`config.mk`:
```
export PLATFORM = sky130hd
export DESIGN_NAME = mp4_box_path_locator_core_flat
export DESIGN_NICKNAME = d
export VERILOG_FILES = /design/src/design/mbpl_pkg.sv /design/src/design/mbpl_if.sv /design/src/design/mbpl_cfg_regs.sv /design/src/design/mp4_box_path_locator_core.sv /design/src/flat_wrapper.sv
export VERILOG_INCLUDE_DIRS = /design/src /design/src/design
export SDC_FILE = /design/constraint.sdc
export NUM_CORES = 1
export LEC_CHECK = 0
export ABC_CLOCK_PERIOD_IN_PS = 9000
export BUFFER_PORTS_ARGS = -buffer_cell sky130_fd_sc_hd__buf_2
export CAP_MARGIN = 5
export CORE_ASPECT_RATIO = 0.75
export CORE_UTILIZATION = 31
export DETAILED_ROUTE_END_ITERATION = 6
export SLEW_MARGIN = 20
export SYNTH_ARGS = -nofsm -noshare
export SYNTH_HDL_FRONTEND = slang
export SYNTH_SLANG_ARGS = --single-unit
```
`constraint.sdc`:
```
create_clock -name clk -period 9 [get_ports clk]
set_input_delay 0.45 -clock clk [delete_from_list [all_inputs] [get_ports clk]]
set_output_delay 0.45 -clock clk [all_outputs]
set_load 0.02 [all_outputs]
```
`src/design/mp4_box_path_locator_core_assert.svh`:
```
// Assertion macros for the MP4 box path locator.
// Expects clk and rst_n in the scope of the including module.
`ifndef MP4_BOX_PATH_LOCATOR_CORE_ASSERT_SVH
`define MP4_BOX_PATH_LOCATOR_CORE_ASSERT_SVH

// check at every edge outside reset
`define MBPL_ASSERT(lbl, prop, msg) \
  lbl: assert property (@(posedge clk) disable iff (!rst_n) prop) else $error(msg);

// check at every edge, reset included
`define MBPL_ASSERT_RST(lbl, prop, msg) \
  lbl: assert property (@(posedge clk) prop) else $error(msg);

`endif

```
`src/design/mbpl_pkg.sv`:
```
// Shared types and constants of the MP4 box path locator.
// No dependencies.
`default_nettype none

package mbpl_pkg;

  localparam logic [31:0] TYPE_MOOV         = 32'h6D6F_6F76;
  localparam logic [31:0] TYPE_UDTA         = 32'h7564_7461;
  localparam logic [31:0] LEAF_TAG_RST      = 32'h4355_5354;
  localparam logic [15:0] PAYLOAD_LIMIT_RST = 16'd256;
  localparam logic [31:0] HDR_LEN           = 32'd8;
  localparam int          CFG_IDX_W         = 4;

  typedef enum logic [CFG_IDX_W-1:0] {
    CFG_LEAF_TAG      = 4'd0,
    CFG_PAYLOAD_LIMIT = 4'd1
  } cfg_idx_t;

  typedef enum logic [2:0] {
    ST_PAYLOAD   = 3'd0,
    ST_NO_MOOV   = 3'd1,
    ST_NO_UDTA   = 3'd2,
    ST_NO_LEAF   = 3'd3,
    ST_BAD_SIZE  = 3'd4,
    ST_TOO_LONG  = 3'd5,
    ST_TRUNCATED = 3'd6
  } status_t;

  typedef enum logic [1:0] {
    LVL_TOP     = 2'd0,
    LVL_MOOV    = 2'd1,
    LVL_UDTA    = 2'd2,
    LVL_PAYLOAD = 2'd3
  } level_t;

  typedef struct packed {
    logic [31:0] leaf_tag;
    logic [15:0] payload_limit;
  } cfg_t;

  typedef struct packed {
    logic [7:0] data;
    logic       last;
    status_t    status;
  } out_beat_t;

endpackage

`default_nettype wire

```
`src/design/mbpl_if.sv`:
```
// Channel interfaces of the MP4 box path locator: file bytes, results, config.
// Depends on mbpl_pkg.
`default_nettype none

interface mbpl_in_if;
  logic       valid;
  logic       ready;
  logic [7:0] in_byte;
  logic       in_last;
  modport source (output valid, output in_byte, output in_last, input ready);
  modport sink (input valid, input in_byte, input in_last, output ready);
endinterface

interface mbpl_out_if;
  logic       valid;
  logic       ready;
  logic [7:0] out_byte;
  logic       out_last;
  logic [2:0] out_status;
  modport source (output valid, output out_byte, output out_last, output out_status,
                  input ready);
  modport sink (input valid, input out_byte, input out_last, input out_status,
                output ready);
endinterface

interface mbpl_cfg_if;
  logic                           valid;
  logic                           ready;
  logic [mbpl_pkg::CFG_IDX_W-1:0] cfg_index;
  logic [31:0]                    cfg_data;
  modport source (output valid, output cfg_index, output cfg_data, input ready);
  modport sink (input valid, input cfg_index, input cfg_data, output ready);
endinterface

`default_nettype wire

```
`src/design/mbpl_cfg_regs.sv`:
```
// Configuration registers of the MP4 box path locator (leaf tag, payload limit).
// Depends on mbpl_pkg and mbpl_if.
`default_nettype none

module mbpl_cfg_regs (
  input  logic                clk,
  input  logic                rst_n,
  mbpl_cfg_if.sink            cfg_bus,
  output mbpl_pkg::cfg_t      cfg
);

  mbpl_pkg::cfg_t cfg_r;

  assign cfg_bus.ready = 1'b1;
  assign cfg           = cfg_r;

  always_ff @(posedge clk) begin
    if (!rst_n) begin
      cfg_r.leaf_tag      <= mbpl_pkg::LEAF_TAG_RST;
      cfg_r.payload_limit <= mbpl_pkg::PAYLOAD_LIMIT_RST;
    end else if (cfg_bus.valid) begin
      unique case (cfg_bus.cfg_index)
        mbpl_pkg::CFG_LEAF_TAG:      cfg_r.leaf_tag      <= cfg_bus.cfg_data;
        mbpl_pkg::CFG_PAYLOAD_LIMIT: cfg_r.payload_limit <= cfg_bus.cfg_data[15:0];
        default: ;
      endcase
    end
  end

endmodule

`default_nettype wire

```
`src/design/mp4_box_path_locator_core.sv`:
```
// Top level of the MP4 box path locator: box header walk and payload output.
// Depends on mbpl_pkg, mbpl_if, mbpl_cfg_regs and the assertion macro header.
//
// channel  dir  payload                               beat
// in_bus   in   in_byte[7:0] in_last                  one file byte
// out_bus  out  out_byte[7:0] out_last out_status[2:0] one payload byte or error
// cfg_bus  in   cfg_index[3:0] cfg_data[31:0]         one register write
//
// One byte per cycle unless the result buffer is full; the input register feeds the buffer.
// Byte handling sits between the input register and a two-entry result buffer.
// in_bus.ready drops only while the result buffer is full and the input register holds.
// rst_n is synchronous; config registers return to their defaults, no clearing pass.
`default_nettype none

module mp4_box_path_locator_core (
  input  logic        clk,
  input  logic        rst_n,
  mbpl_in_if.sink     in_bus,
  mbpl_out_if.source  out_bus,
  mbpl_cfg_if.sink    cfg_bus
);

  `include "mp4_box_path_locator_core_assert.svh"

  mbpl_pkg::cfg_t cfg;

  mbpl_cfg_regs u_cfg (
    .clk     (clk),
    .rst_n   (rst_n),
    .cfg_bus (cfg_bus),
    .cfg     (cfg)
  );

  // input register
  logic       s1_v_r;
  logic [7:0] s1_byte_r;
  logic       s1_last_r;
  logic       adv;
  logic       in_fire;

  // result buffer
  mbpl_pkg::out_beat_t buf_r [2];
  logic                wr_ptr_r;
  logic                rd_ptr_r;
  logic [1:0]          cnt_r;
  logic                full;
  logic                push;
  logic                pop;

  // parse state
  mbpl_pkg::level_t lvl_r, lvl_nxt;
  logic [2:0]       hc_r, hc_nxt;
  logic [31:0]      size_r, size_nxt;
  logic [31:0]      type_r, type_nxt;
  logic [31:0]      skip_r, skip_nxt;
  logic [31:0]      c0_r, c0_nxt;
  logic [31:0]      c1_r, c1_nxt;
  logic [15:0]      pl_r, pl_nxt;
  logic             fin_r, fin_nxt;

  logic                res_v;
  mbpl_pkg::out_beat_t res;
  logic [31:0]         type_new;
  logic [31:0]         body;
  logic [15:0]         pl_dec;

  assign full          = (cnt_r == 2'd2);
  assign adv           = s1_v_r && !full;
  assign in_bus.ready  = !s1_v_r || adv;
  assign in_fire       = in_bus.valid && in_bus.ready;
  assign push          = adv && res_v;
  assign pop           = out_bus.valid && out_bus.ready;

  assign type_new = {type_r[23:0], s1_byte_r};
  assign body     = size_r - mbpl_pkg::HDR_LEN;
  assign pl_dec   = pl_r - 16'd1;

  always_ff @(posedge clk) begin
    if (!rst_n) begin
      s1_v_r <= 1'b0;
    end else if (in_fire) begin
      s1_v_r <= 1'b1;
    end else if (adv) begin
      s1_v_r <= 1'b0;
    end
  end

  always_ff @(posedge clk) begin
    if (in_fire) begin
      s1_byte_r <= in_bus.in_byte;
      s1_last_r <= in_bus.in_last;
    end
  end

  always_comb begin
    lvl_nxt    = lvl_r;
    hc_nxt     = hc_r;
    size_nxt   = size_r;
    type_nxt   = type_r;
    skip_nxt   = skip_r;
    c0_nxt     = c0_r;
    c1_nxt     = c1_r;
    pl_nxt     = pl_r;
    fin_nxt    = fin_r;
    res_v      = 1'b0;
    res.data   = 8'd0;
    res.last   = 1'b0;
    res.status = mbpl_pkg::ST_PAYLOAD;

    priority if (!fin_r && lvl_r == mbpl_pkg::LVL_PAYLOAD) begin
      pl_nxt = pl_dec;
      res_v  = 1'b1;
      if (pl_dec == 16'd0) begin
        res.data = s1_byte_r;
        res.last = 1'b1;
        fin_nxt  = 1'b1;
      end else if (s1_last_r) begin
        res.last   = 1'b1;
        res.status = mbpl_pkg::ST_TRUNCATED;
        fin_nxt    = 1'b1;
      end else begin
        res.data = s1_byte_r;
      end
    end else if (!fin_r) begin
      if (lvl_r == mbpl_pkg::LVL_MOOV && c0_r != 32'd0) begin
        c0_nxt = c0_r - 32'd1;
      end else if (lvl_r == mbpl_pkg::LVL_UDTA && c1_r != 32'd0) begin
        c1_nxt = c1_r - 32'd1;
      end

      if (skip_r != 32'd0) begin
        skip_nxt = skip_r - 32'd1;
      end else begin
        if (!hc_r[2]) begin
          size_nxt = {size_r[23:0], s1_byte_r};
        end else begin
          type_nxt = type_new;
        end
        hc_nxt = hc_r + 3'd1;
        if (hc_r == 3'd7) begin
          if (size_r < mbpl_pkg::HDR_LEN) begin
            res_v      = 1'b1;
            res.last   = 1'b1;
            res.status = mbpl_pkg::ST_BAD_SIZE;
            fin_nxt    = 1'b1;
          end else if (lvl_r == mbpl_pkg::LVL_TOP && type_new == mbpl_pkg::TYPE_MOOV) begin
            lvl_nxt = mbpl_pkg::LVL_MOOV;
            c0_nxt  = body;
          end else if (lvl_r == mbpl_pkg::LVL_MOOV && type_new == mbpl_pkg::TYPE_UDTA) begin
            lvl_nxt = mbpl_pkg::LVL_UDTA;
            c1_nxt  = body;
          end else if (lvl_r == mbpl_pkg::LVL_UDTA && type_new == cfg.leaf_tag) begin
            if (body > {16'd0, cfg.payload_limit}) begin
              res_v      = 1'b1;
              res.last   = 1'b1;
              res.status = mbpl_pkg::ST_TOO_LONG;
              fin_nxt    = 1'b1;
            end else if (body == 32'd0) begin
              fin_nxt = 1'b1;
            end else begin
              lvl_nxt = mbpl_pkg::LVL_PAYLOAD;
              pl_nxt  = body[15:0];
            end
          end else begin
            skip_nxt = body;
          end
        end
      end

      if (!fin_nxt) begin
        if (lvl_nxt == mbpl_pkg::LVL_MOOV && c0_nxt == 32'd0) begin
          res_v      = 1'b1;
          res.last   = 1'b1;
          res.status = mbpl_pkg::ST_NO_UDTA;
          fin_nxt    = 1'b1;
        end else if (lvl_nxt == mbpl_pkg::LVL_UDTA && c1_nxt == 32'd0) begin
          res_v      = 1'b1;
          res.last   = 1'b1;
          res.status = mbpl_pkg::ST_NO_LEAF;
          fin_nxt    = 1'b1;
        end else if (s1_last_r) begin
          res_v    = 1'b1;
          res.last = 1'b1;
          fin_nxt  = 1'b1;
          unique case (lvl_nxt)
            mbpl_pkg::LVL_TOP:     res.status = mbpl_pkg::ST_NO_MOOV;
            mbpl_pkg::LVL_MOOV:    res.status = mbpl_pkg::ST_NO_UDTA;
            mbpl_pkg::LVL_UDTA:    res.status = mbpl_pkg::ST_NO_LEAF;
            mbpl_pkg::LVL_PAYLOAD: res.status = mbpl_pkg::ST_TRUNCATED;
          endcase
        end
      end
    end else begin
      fin_nxt = 1'b1;
    end

    // file boundary: start over
    if (s1_last_r) begin
      lvl_nxt  = mbpl_pkg::LVL_TOP;
      hc_nxt   = 3'd0;
      size_nxt = 32'd0;
      type_nxt = 32'd0;
      skip_nxt = 32'd0;
      c0_nxt   = 32'd0;
      c1_nxt   = 32'd0;
      pl_nxt   = 16'd0;
      fin_nxt  = 1'b0;
    end
  end

  always_ff @(posedge clk) begin
    if (!rst_n) begin
      lvl_r  <= mbpl_pkg::LVL_TOP;
      hc_r   <= 3'd0;
      size_r <= 32'd0;
      type_r <= 32'd0;
      skip_r <= 32'd0;
      c0_r   <= 32'd0;
      c1_r   <= 32'd0;
      pl_r   <= 16'd0;
      fin_r  <= 1'b0;
    end else if (adv) begin
      lvl_r  <= lvl_nxt;
      hc_r   <= hc_nxt;
      size_r <= size_nxt;
      type_r <= type_nxt;
      skip_r <= skip_nxt;
      c0_r   <= c0_nxt;
      c1_r   <= c1_nxt;
      pl_r   <= pl_nxt;
      fin_r  <= fin_nxt;
    end
  end

  always_ff @(posedge clk) begin
    if (!rst_n) begin
      wr_ptr_r <= 1'b0;
      rd_ptr_r <= 1'b0;
      cnt_r    <= 2'd0;
    end else begin
      if (push) begin
        wr_ptr_r <= !wr_ptr_r;
      end
      if (pop) begin
        rd_ptr_r <= !rd_ptr_r;
      end
      cnt_r <= cnt_r + {1'b0, push} - {1'b0, pop};
    end
  end

  always_ff @(posedge clk) begin
    if (push) begin
      buf_r[wr_ptr_r] <= res;
    end
  end

  assign out_bus.valid      = (cnt_r != 2'd0);
  assign out_bus.out_byte   = buf_r[rd_ptr_r].data;
  assign out_bus.out_last   = buf_r[rd_ptr_r].last;
  assign out_bus.out_status = buf_r[rd_ptr_r].status;

  `MBPL_ASSERT(a_buf_bound, cnt_r != 2'd3, "result buffer count out of range")
  `MBPL_ASSERT(a_fin_quiet, adv && fin_r |-> !res_v, "result produced after finish")
  `MBPL_ASSERT(a_err_shape,
    res_v && res.status != mbpl_pkg::ST_PAYLOAD |-> res.last && res.data == 8'd0,
    "error result with payload data")
  `MBPL_ASSERT(a_eof_clear,
    adv && s1_last_r |=> lvl_r == mbpl_pkg::LVL_TOP && hc_r == 3'd0 && !fin_r,
    "state not cleared at file end")
  `MBPL_ASSERT(a_pl_live,
    !fin_r && lvl_r == mbpl_pkg::LVL_PAYLOAD |-> pl_r != 16'd0,
    "payload level with nothing left")
  `MBPL_ASSERT_RST(a_rst_empty, !rst_n |=> cnt_r == 2'd0 && !s1_v_r,
    "pipeline not empty after reset")

endmodule

`default_nettype wire
```
`src/flat_wrapper.sv`:
```
// flat-port wrapper written by rule: the top's interface ports become plain ports
module mp4_box_path_locator_core_flat 
  (clk, rst_n, in_bus_valid, in_bus_in_byte, in_bus_in_last, in_bus_ready, out_bus_valid, out_bus_out_byte, out_bus_out_last, out_bus_out_status, out_bus_ready, cfg_bus_valid, cfg_bus_cfg_index, cfg_bus_cfg_data, cfg_bus_ready);
  mbpl_in_if in_bus_i ();
  mbpl_out_if out_bus_i ();
  mbpl_cfg_if cfg_bus_i ();
  input  logic clk;
  input  logic rst_n;
  input wire logic [$bits(in_bus_i.valid)-1:0] in_bus_valid;
  input wire logic [$bits(in_bus_i.in_byte)-1:0] in_bus_in_byte;
  input wire logic [$bits(in_bus_i.in_last)-1:0] in_bus_in_last;
  output wire logic [$bits(in_bus_i.ready)-1:0] in_bus_ready;
  output wire logic [$bits(out_bus_i.valid)-1:0] out_bus_valid;
  output wire logic [$bits(out_bus_i.out_byte)-1:0] out_bus_out_byte;
  output wire logic [$bits(out_bus_i.out_last)-1:0] out_bus_out_last;
  output wire logic [$bits(out_bus_i.out_status)-1:0] out_bus_out_status;
  input wire logic [$bits(out_bus_i.ready)-1:0] out_bus_ready;
  input wire logic [$bits(cfg_bus_i.valid)-1:0] cfg_bus_valid;
  input wire logic [$bits(cfg_bus_i.cfg_index)-1:0] cfg_bus_cfg_index;
  input wire logic [$bits(cfg_bus_i.cfg_data)-1:0] cfg_bus_cfg_data;
  output wire logic [$bits(cfg_bus_i.ready)-1:0] cfg_bus_ready;
  assign in_bus_i.valid = in_bus_valid;
  assign in_bus_i.in_byte = in_bus_in_byte;
  assign in_bus_i.in_last = in_bus_in_last;
  assign in_bus_ready = in_bus_i.ready;
  assign out_bus_valid = out_bus_i.valid;
  assign out_bus_out_byte = out_bus_i.out_byte;
  assign out_bus_out_last = out_bus_i.out_last;
  assign out_bus_out_status = out_bus_i.out_status;
  assign out_bus_i.ready = out_bus_ready;
  assign cfg_bus_i.valid = cfg_bus_valid;
  assign cfg_bus_i.cfg_index = cfg_bus_cfg_index;
  assign cfg_bus_i.cfg_data = cfg_bus_cfg_data;
  assign cfg_bus_ready = cfg_bus_i.ready;
  mp4_box_path_locator_core u_core (.clk(clk), .rst_n(rst_n), .in_bus(in_bus_i), .out_bus(out_bus_i), .cfg_bus(cfg_bus_i));
endmodule
```
# [Word-level counts from Yosys, hierarchy flattened]
# Memory sizes are Yosys's and may differ from the RTL's. A register that Yosys moved wholly into a read port is not among the register bits.
# Cells that the tools add are included.
[totals] ff_bits=236 ram_bits=24 inputBits=50 out_inout_bits=15 mem_count=1
[op_classes] n_addsub=8 order_cmp=2 eq_ne=28 muxes=124 n_reduce_logical=43
[memory_table] name="u_core.buf_r" depth=2 word_bits=12 read_ports=1 rd_ports_with_merged_regs=1 write_ports=1 line="mp4_box_path_locator_core.sv:42" rtl="mbpl_pkg::out_beat_t buf_r [2];"
[ops] cell="two-way mux 32 bit" n=36
[ops] cell="two-way mux 16 bit" n=11
[ops] cell="two-way mux 24 bit" n=5
[ops] cell="logical NOT 32 bit" n=3
[ops] cell="nonzero test 32 bit" n=3
[ops] cell="subtractor 32 x 1 -> 32 bit (second input constant)" n=3
[ops] cell="== test 32 x 31 -> 1 bit (second input constant)" n=2
[ops] cell="two-way mux 4 bit" n=14
[ops] cell="two-way mux 1 bit" n=36
[ops] cell="== test 32 bit" n=1
[ops] cell="> comparator 32 x 16 -> 1 bit" n=1
[ops] cell="less-than comparator 32 x 4 -> 1 bit (second input constant)" n=1
[ops] cell="subtractor 32 x 4 -> 32 bit (second input constant)" n=1
[ops] cell="!= test 3 x 1 -> 1 bit (second input constant)" n=10
[ops] cell="two-way mux 2 bit" n=13
[ops] cell="logical NOT 16 bit" n=1
[ops] cell="two-way mux 8 bit" n=2
[ops] cell="subtractor 16 x 1 -> 16 bit (second input constant)" n=1
[ops] cell="two-way mux 3 bit" n=5
[ops] cell="logical AND 1 bit" n=12
[ops] cell="case mux 3 bit (4 select lines)" n=1
[ops] cell="== test 2 bit (second input constant)" n=5
[ops] cell="AND reduction 10 bit" n=1
[ops] cell="AND reduction 5 bit" n=2
[ops] cell="19 further kinds" n=35

# [Logic depth before layout (Yosys ltp)]
# Gate-level depths: netlist of the first run.
[depth] ltp_word=22 depth_mapped=23

# [Hierarchy]
# Synthesis of the first run repeated with hierarchy kept, for this count alone.
[unflattened] hier_cells=1986 area_unflattened_um2=16143.0
[by_module_without_submodules] module="mp4_box_path_locator_core" n_inst=1 cells_per_inst=1784 area_each_um2=14222.4 seq_area_each_um2=4594.4
[by_module_without_submodules] module="mbpl_cfg_regs" n_inst=1 cells_per_inst=202 area_each_um2=1920.6 seq_area_each_um2=960.9

# [Worst setup path after synthesis of the first run]
# No wires, ideal clock.
[synth_timing] path_type="reg2reg" startpoint="register u_core.size_r[3]" endpoint="memory u_core.buf_r[0][0] (netlist bit), enable pin" setup_time_ns=0.400 arrival_time_ns=4.792 slack_ns=3.808 path_stages_with_launch=19 n_path_buf=2 path_cell_list="dfxtp_1 clkbuf_1 inv_1 ha_1 or4b_1 buf_2 nor2_1 nand2_1 nor3_1 xnor2_1 inv_1 ha_1 nand4_1 o221a_2 o21a_1 a31oi_1 mux2i_1 and2_4 a211oi_1"
[synth_via] elab_chain_len=22 elab_cells_between_ends=59 classes_between="1 x add/sub; 2 x order compare; 2 x eq/ne; 48 x mux; 6 x reduce/logical"
[synth_lines] item="from (decl)" line="mp4_box_path_locator_core.sv:53" rtl="logic [31:0] size_r, size_nxt;"
[synth_lines] item="from (signal assigned)" line="mp4_box_path_locator_core.sv:225" rtl="size_r <= size_nxt;"
[synth_lines] item="parallel branches: the longest is 16 deep, another holds subtractor 32 x 4 -> 32 bit"
[synth_lines] item="two-way mux 1 bit (*)" line="mp4_box_path_locator_core.sv:170" rtl="if (!fin_nxt) begin"
[synth_lines] item="two-way mux 1 bit (*)" line="mp4_box_path_locator_core.sv:124" rtl="end else if (!fin_r) begin"
[synth_lines] item="two-way mux 1 bit (*)" line="mp4_box_path_locator_core.sv:110" rtl="priority if (!fin_r && lvl_r == mbpl_pkg::LVL_PAYLOAD) begin"
[synth_lines] item="logical AND 1 bit (*)" line="mp4_box_path_locator_core.sv:71" rtl="assign push = adv && res_v;"
[synth_lines] item="two-way mux 1 bit (*)" line="mp4_box_path_locator_core.sv:252" rtl="if (push) begin"
[synth_lines] item="two-way mux 1 bit (not written as such) (*)" line="mp4_box_path_locator_core.sv:253" rtl="buf_r[wr_ptr_r] <= res;"
[synth_lines] item="to (decl)" line="mp4_box_path_locator_core.sv:42"
# Mark *: on every way between the ends. The select of a mux whose other input is x is not followed.

# [Final worst setup path of the first run]
[layout_timing] startpoint="register u_core.size_r[3]" endpoint="memory u_core.buf_r[1][7] (netlist bit), enable pin"
# The elaborated chain is that of the path after synthesis.

==> results of run 1 <==
[Yosys cell counts (5+ instances only)]
cell type / number / share of area
a2111oi_0: 8 / 0.0045
a211o_1: 6 / 0.0034
a211oi_1: 8 / 0.0039
a21o_1: 5 / 0.0024
a21oi_1: 147 / 0.048
a22oi_1: 88 / 0.043
a31oi_1: 10 / 0.0040
a32oi_1: 6 / 0.0034
and2_1: 19 / 0.0077
and3_1: 18 / 0.0073
and4_1: 9 / 0.0051
buf_1: 7 / 0.0017
buf_2: 5 / 0.0016
clkbuf_1: 125 / 0.030
dfxtp_1: 228 / 0.30
edfxtp_1: 33 / 0.064
ha_1: 24 / 0.019
inv_1: 62 / 0.015
mux2_2: 13 / 0.0095
mux2i_1: 33 / 0.021
nand2_1: 209 / 0.051
nand2b_1: 21 / 0.0085
nand3_1: 58 / 0.019
nand4_1: 35 / 0.014
nand4b_1: 5 / 0.0028
nor2_1: 246 / 0.060
nor2b_1: 10 / 0.0040
nor3_1: 68 / 0.022
nor3b_1: 5 / 0.0024
nor4_1: 62 / 0.025
nor4b_1: 7 / 0.0040
o211ai_1: 20 / 0.0097
o21a_1: 7 / 0.0034
o21ai_0: 103 / 0.033
o21ai_1: 6 / 0.0019
o22ai_1: 12 / 0.0049
o31a_1: 9 / 0.0051
o31ai_1: 7 / 0.0034
or2_2: 11 / 0.0045
or3_1: 31 / 0.013
or4_1: 31 / 0.015
xnor2_1: 37 / 0.021
xor2_1: 64 / 0.036
[metal layers]
layer,vias up,wire length (um),GRT usage
met5,-,13,0
met4,2,1320,0.0486
met3,92,6460,0.0539
met2,806,22200,0.296
met1,7568,27300,0.343
li1,7216,-,-
[final cells by class]
class	instances	area [um^2]	area share
Multi-Input combinational cell	1527	9180	0.530
Sequential cell	261	5560	0.321
Inverter	62	238	0.0137
Tap cell	648	811	0.0468
Clock buffer	38	810	0.0467
Clock inverter	13	111	0.00643
Timing Repair Buffer	104	623	0.0360
[flip-flops by register name (all words and copies together), names as in the netlist, named ones only]
name and flops:
u_core.fin_r 1, u_core.cnt_r 2, u_core.wr_ptr_r 1, u_core.hc_r 3, u_core.lvl_r 2, u_core.type_r 24, u_core.s1_last_r 1, u_core.c0_r 32
u_core.c1_r 32, u_core.buf_r 24, u_core.s1_byte_r 8, u_core.skip_r 32, u_core.u_cfg.cfg 48, u_core.rd_ptr_r 1, u_core.pl_r 16, u_core.s1_v_r 1
u_core.size_r 32
[through the flow]
stage                     power (mW)  instance area (um^2)  setup WS, ns  utilization  hold WS, ns
after floorplan                 2.99                 15500          3.81            -        0.444
after global placement          3.85                 16400          3.39        0.335        0.459
after detailed placement        3.87                 16400          2.97        0.335        0.464
after CTS                       5.04                 17300          2.92        0.354       0.0285
after global routing            5.39                 17300          2.44        0.354       0.0368
final                           5.11                 17300          2.85        0.354       0.0456
[path summary, 6_finish.rpt]
kind                                                           to  slack [ns]  depth (start not counted)
worst min-delay path                u_core.s1_byte_r[7]$_DFFE_PP_        0.05                          1
worst max-delay path                 u_core.buf_r[1][7]$_DFFE_PP_        2.85                         17
worst min register to register  u_core.u_cfg.cfg[45]$_SDFFE_PN0P_        0.48                          2
worst max register to register       u_core.buf_r[1][7]$_DFFE_PP_        2.85                         17
[kinds of logic (layout without fill, tap and decap cells)]
family | count (synthesis) | after routing
other cells | 1 | 1
mux | 46 | 46
compound gates | 480 | 480
simple gates | 873 | 873
flops | 261 | 261
fa+ha+maj | 26 | 26
buf+inv | 201 | 217
xor+xnor | 101 | 101
[critical path, stage by stage, from the launching register on]
cell and delay, ns:
dfxtp_1 0.66, inv_1 0.24, ha_1 0.32, or4b_1 0.41
nor2b_1 0.11, xnor2_1 0.65, inv_1 0.13, ha_1 0.31
and4_1 0.22, nand2_1 0.09, a221oi_1 0.05, a2111oi_0 0.49
o221a_2 0.31, o21a_1 0.23, a31oi_1 0.21, mux2i_1 0.23
and2_4 0.25, a211oi_2 0.84
[report_power, final]
group / total [mW] / internal [mW] / switching, mW
clock network: 1.17 / 0.660 / 0.511
registers: 1.36 / 1.26 / 0.0987
logic: 2.58 / 0.814 / 1.76
total: 5.11 / 2.74 / 2.37
==> impl_results.md, run 1 <==
- Final Hold Fails: 0
- Row count: 70
- CTS buffer count: 28
- Synth Instances: 1,989
- Commonest cells after routing, fill and taps aside: nor2_1, dfxtp_1, nand2_1
- CTS tree: yes
- Placed cells: 2,602
- Post CTS Setup Buffer Count: 0
- CP startpoint: u_core.size_r[3]$_SDFFE_PN0P_
- Worst-Skew Late Latency: 0.58 ns
- Post-synthesis adder-cell area fraction: 0.0207
- Mapped Nets: 2,063
- R2R Path Start: u_core.size_r[3]$_SDFFE_PN0P_
- CTS root buffer: clkbuf_16
- Synth Area in Compound Gates: 0.198
- H-tree depth: 1
- DRT Wirelength: 57.2 mm
- CTS Buffer Depth: 3
- Clk sinks: 261
- Avg Inst Size Synth: 7.77 um^2
- Multiplexer share of the synthesized area: 0.0308
- RSZ-0062 raised after global routing: false
- Setup TNS Final: 0 ns
- Pwr per Cell Area: 295 nW/um^2
- Maximum vdd drop: 0.248 mV
- Fin crit share: 0.683
- DRT iter0 DRCs: 1,956
- Most common cell after layout, fill and taps aside: nor2_1
- Leakage: 6.64 nW
- Hold-fix buffers, CTS: 0
- Initial antenna violation count: 2
- PortBufs: 63
- Post-route DRC: 0
- Post_cts resized: 0
- CP required: 9.18 ns
- F_max: 0.163 GHz
- Antenna-violating nets left: 0
- Die X: 260 um
- Post-DR vias/cell: 5.91
- Layout cells sized above 1: 0.0998
- Final setup viols: 0
- Main combinational cell family by area after synthesis: simple AND/OR/NAND/NOR gates
- Number of global-route vias before repair: 14,300
- Worst EP arrival: 6.33 ns
- Seq/Total Area, Yosys: 0.359
- Max-slew violation count: 0
- Ys flop type: dfxtp_1
- DP HPWL: 40.6 mm
- DR WL/cell: 21.6 um
- Worst min path class: in2reg
- Starting Density: 0.316
- CP endpoint kind: flip-flop
- Final worst path period need: 6.15 ns
- Kind of critical path: reg2reg
- Gpl congestion: 0.983
- Yosys cell types: 84
- CP max FO: 12
- Status: completed
- Post-synth EDFFs: 33
- Via count: 15,700
- Async S/R FF share, synth: 0
- # diodes: 0
- Max-cap violations: 0
- Startpoint Class: flip-flop
- Max-slew headroom: 0.243
- Fin nets: 2,058
- Seq cells post-synth: 261
- Gr ovfl total: 0
- FILL cells: 5,024
- First-pass GRT wire length: 87.4 mm
- Netlist Area Pre-Place: 15,500 um^2
- Die footprint: 50,800 um^2
- Synth warn: 0
- Pin slew with the least headroom to its limit: 1.13 ns
- Simple-gate share of the synthesized area: 0.284
- Gr usage total: 0.220
- Hold Startpoint: in_bus_in_byte[7]
- Worst-path clk slew: 0.06 ns
- Drt first pass iters: 6
- Core footprint: 49,000 um^2
- Xor-xnor portion of the synthesized cell area: 0.0572
- Clk_skew: 0.0253 ns
- Die height: 195 um
- Fin cells: 2,653
- Number of I/O pins: 65
- Largest net degree at the start of global routing: 124
- Layout area overhead: 12.1%
Note: power is estimated with default switching activity, not from simulation.
==> run 2: changes to the inputs <==
--- a/config.mk
+++ b/config.mk
@@ -6,7 +6,7 @@
 export SDC_FILE = /design/constraint.sdc
 export NUM_CORES = 1
 export LEC_CHECK = 0
-export ABC_CLOCK_PERIOD_IN_PS = 9000
+export ABC_CLOCK_PERIOD_IN_PS = 5100
 export BUFFER_PORTS_ARGS = -buffer_cell sky130_fd_sc_hd__buf_2
 export CAP_MARGIN = 5
 export CORE_ASPECT_RATIO = 0.75
==> constraint.sdc (replaced) <==
create_clock -name clk -period 5.1 [get_ports clk]
set_input_delay 0.255 -clock clk [delete_from_list [all_inputs] [get_ports clk]]
set_output_delay 0.255 -clock clk [all_outputs]
set_load 0.02 [all_outputs]
==> impl_results.md, run 2 (synthesized netlist as in run 1, its figures left out) <==
- # diodes: 0
- Fin crit share: 0.943
- First-pass GRT wire length: 91.3 mm
- Maximum vdd drop: 0.311 mV
- Final Cell Area: 18,400 um^2
- CP endpoint kind: flip-flop
- Register area: 5560 um^2
- Fin nets: 2,183
- Dpl ws: 0.231 ns
- Gpl congestion: 0.985
- Die footprint: 50,800 um^2
- Die height: 195 um
- DR WL/cell: 21.5 um
- Clk_skew: 0.0432 ns
- Number of I/O pins: 65
- Startpoint Class: flip-flop
- Final setup viols: 0
- CP max FO: 7
- Largest net degree at the start of global routing: 90
- Drt first pass iters: 6
- Commonest cells after routing, fill and taps aside: nor2_1, dfxtp_1, nand2_1
- Pin slew with the least headroom to its limit: 1.07 ns
- CTS tree: yes
- CTS root buffer: clkbuf_16
- Kind of critical path: reg2reg
- Post-DR vias/cell: 5.81
- H-tree depth: 1
- Area of the multi-input gates: 9200 um^2
- Worst Setup Slack, final: 0.293 ns
- Gr ovfl total: 0
- CP required: 5.53 ns
- DP HPWL: 42.9 mm
- F_max: 0.208 GHz
- Max-cap violations: 0
- Starting Density: 0.316
- Gr usage total: 0.231
- PortBufs: 63
- DRT Wirelength: 59.7 mm
- Number of global-route vias before repair: 15,000
- Worst EP arrival: 5.24 ns
- CTS buffer count: 28
- Initial antenna violation count: 2
- RSZ-0062 raised after global routing: false
- Status: completed
- Antenna-violating nets left: 0
- Clk sinks: 261
- Worst-path clk slew: 0.06 ns
- Largest register FFs: 48
- Layout cells sized above 1: 0.134
- Worst min path class: in2reg
- Die X: 260 um
- Most common cell after layout, fill and taps aside: nor2_1
- CTS Buffer Depth: 3
- Core footprint: 49,000 um^2
- FILL cells: 4,984
- Post-DP Area: 17,000 um^2
- Post-route DRC: 0
- Max-slew headroom: 0.284
- Pwr per Cell Area: 514 nW/um^2
- Final worst path period need: 4.81 ns
- Final Hold Fails: 0
- Max-slew violation count: 0
- Layout area overhead: 19.1%
- Worst-Skew Late Latency: 0.61 ns
- Leakage: 7.27 nW
- Via count: 16,100
- Row count: 70
- DRT iter0 DRCs: 2,027
[run 2: cell types whose count changed in the layout (fill, tap and decap cells not counted), sizes merged]
cell         delta
buf            +83
clkinv          +3
bufinv          +2
clkbuf          -3
dlygate4sd3    +42
clkinvlp        -2
[run 2: final timing paths]
| path | cells after the start | end | slack (ns) | startpoint |
|---|---|---|---|---|
| worst max register to register | 16 | u_core.cnt_r[1]$_SDFF_PN0_ | 0.29 | u_core.lvl_r[0]$_SDFFE_PN0P_ |
| worst min-delay path | 4 | flip-flop | 0.13 | out_bus_ready |
| worst min register to register | 2 | u_core.u_cfg.cfg[31]$_SDFFE_PN0P_ | 0.47 | u_core.u_cfg.cfg[31]$_SDFFE_PN0P_ |
| worst max-delay path | 16 | u_core.cnt_r[1]$_SDFF_PN0_ | 0.29 | u_core.lvl_r[0]$_SDFFE_PN0P_ |
[run 2: metal layers]
layer  wire length, um  part of all wire  vias up  track usage
li1                  -                 -     7463            -
met1             27300              0.46     7726        0.347
met2             23700              0.40      860        0.318
met3              7510              0.13       96       0.0667
met4              1240             0.021        0       0.0501
met5                 0                 0        -            0
[run 2: layout make-up]
type                       instances  area share
clock buffer                      35      0.0411
clock inverter                    16      0.0101
tap                              648      0.0440
sequential                       261       0.302
timing repair buffer             229      0.0905
multi-input combinational       1527       0.500
inverter                          62      0.0129
[run 2: critical path, cell delays in order (launching register included)]
cell,delay [ns]
dfxtp_1,0.45
nand4b_1,0.23
or4_1,0.55
nor4_1,0.36
buf_4,0.21
nand3_1,0.18
mux2i_1,0.20
or4_1,0.55
or4_1,0.54
nor4_2,0.28
mux2i_1,0.17
and2_4,0.21
a21oi_1,0.15
ha_1,0.18
xor2_1,0.20
xnor2_1,0.15
nor2_1,0.05
[run 2: repair_timing]
item / CTS / global route
hold endpoints to repair: 58 / 0
setup endpoints to repair: 0 / 1
setup buffers: 0 / 0
hold buffers: 42 / 0
resized for setup: 0 / 4
[run 2: power by group]
group	internal [mW]	switching [mW]
sequential	2.23	0.161
clock	1.21	0.929
combinational	1.63	3.31
total	5.07	4.40
[run 2: per-stage QoR]
| step | hold slack, ns | total power [mW] | util | setup TNS [ns] | cells |
|---|---|---|---|---|---|
| global route | 0.166 | 9.97 | 0.376 | 0 | 2778 |
| detailed placement | 0.434 | 7.11 | 0.348 | 0 | 2685 |
| floorplan | 0.354 | 5.27 | - | -2.21 | 1989 |
| CTS | 0.126 | 9.28 | 0.376 | 0 | 2778 |
| finish | 0.128 | 9.47 | 0.376 | 0 | 2778 |
| global placement | 0.438 | 7.06 | 0.348 | 0 | 2685 |
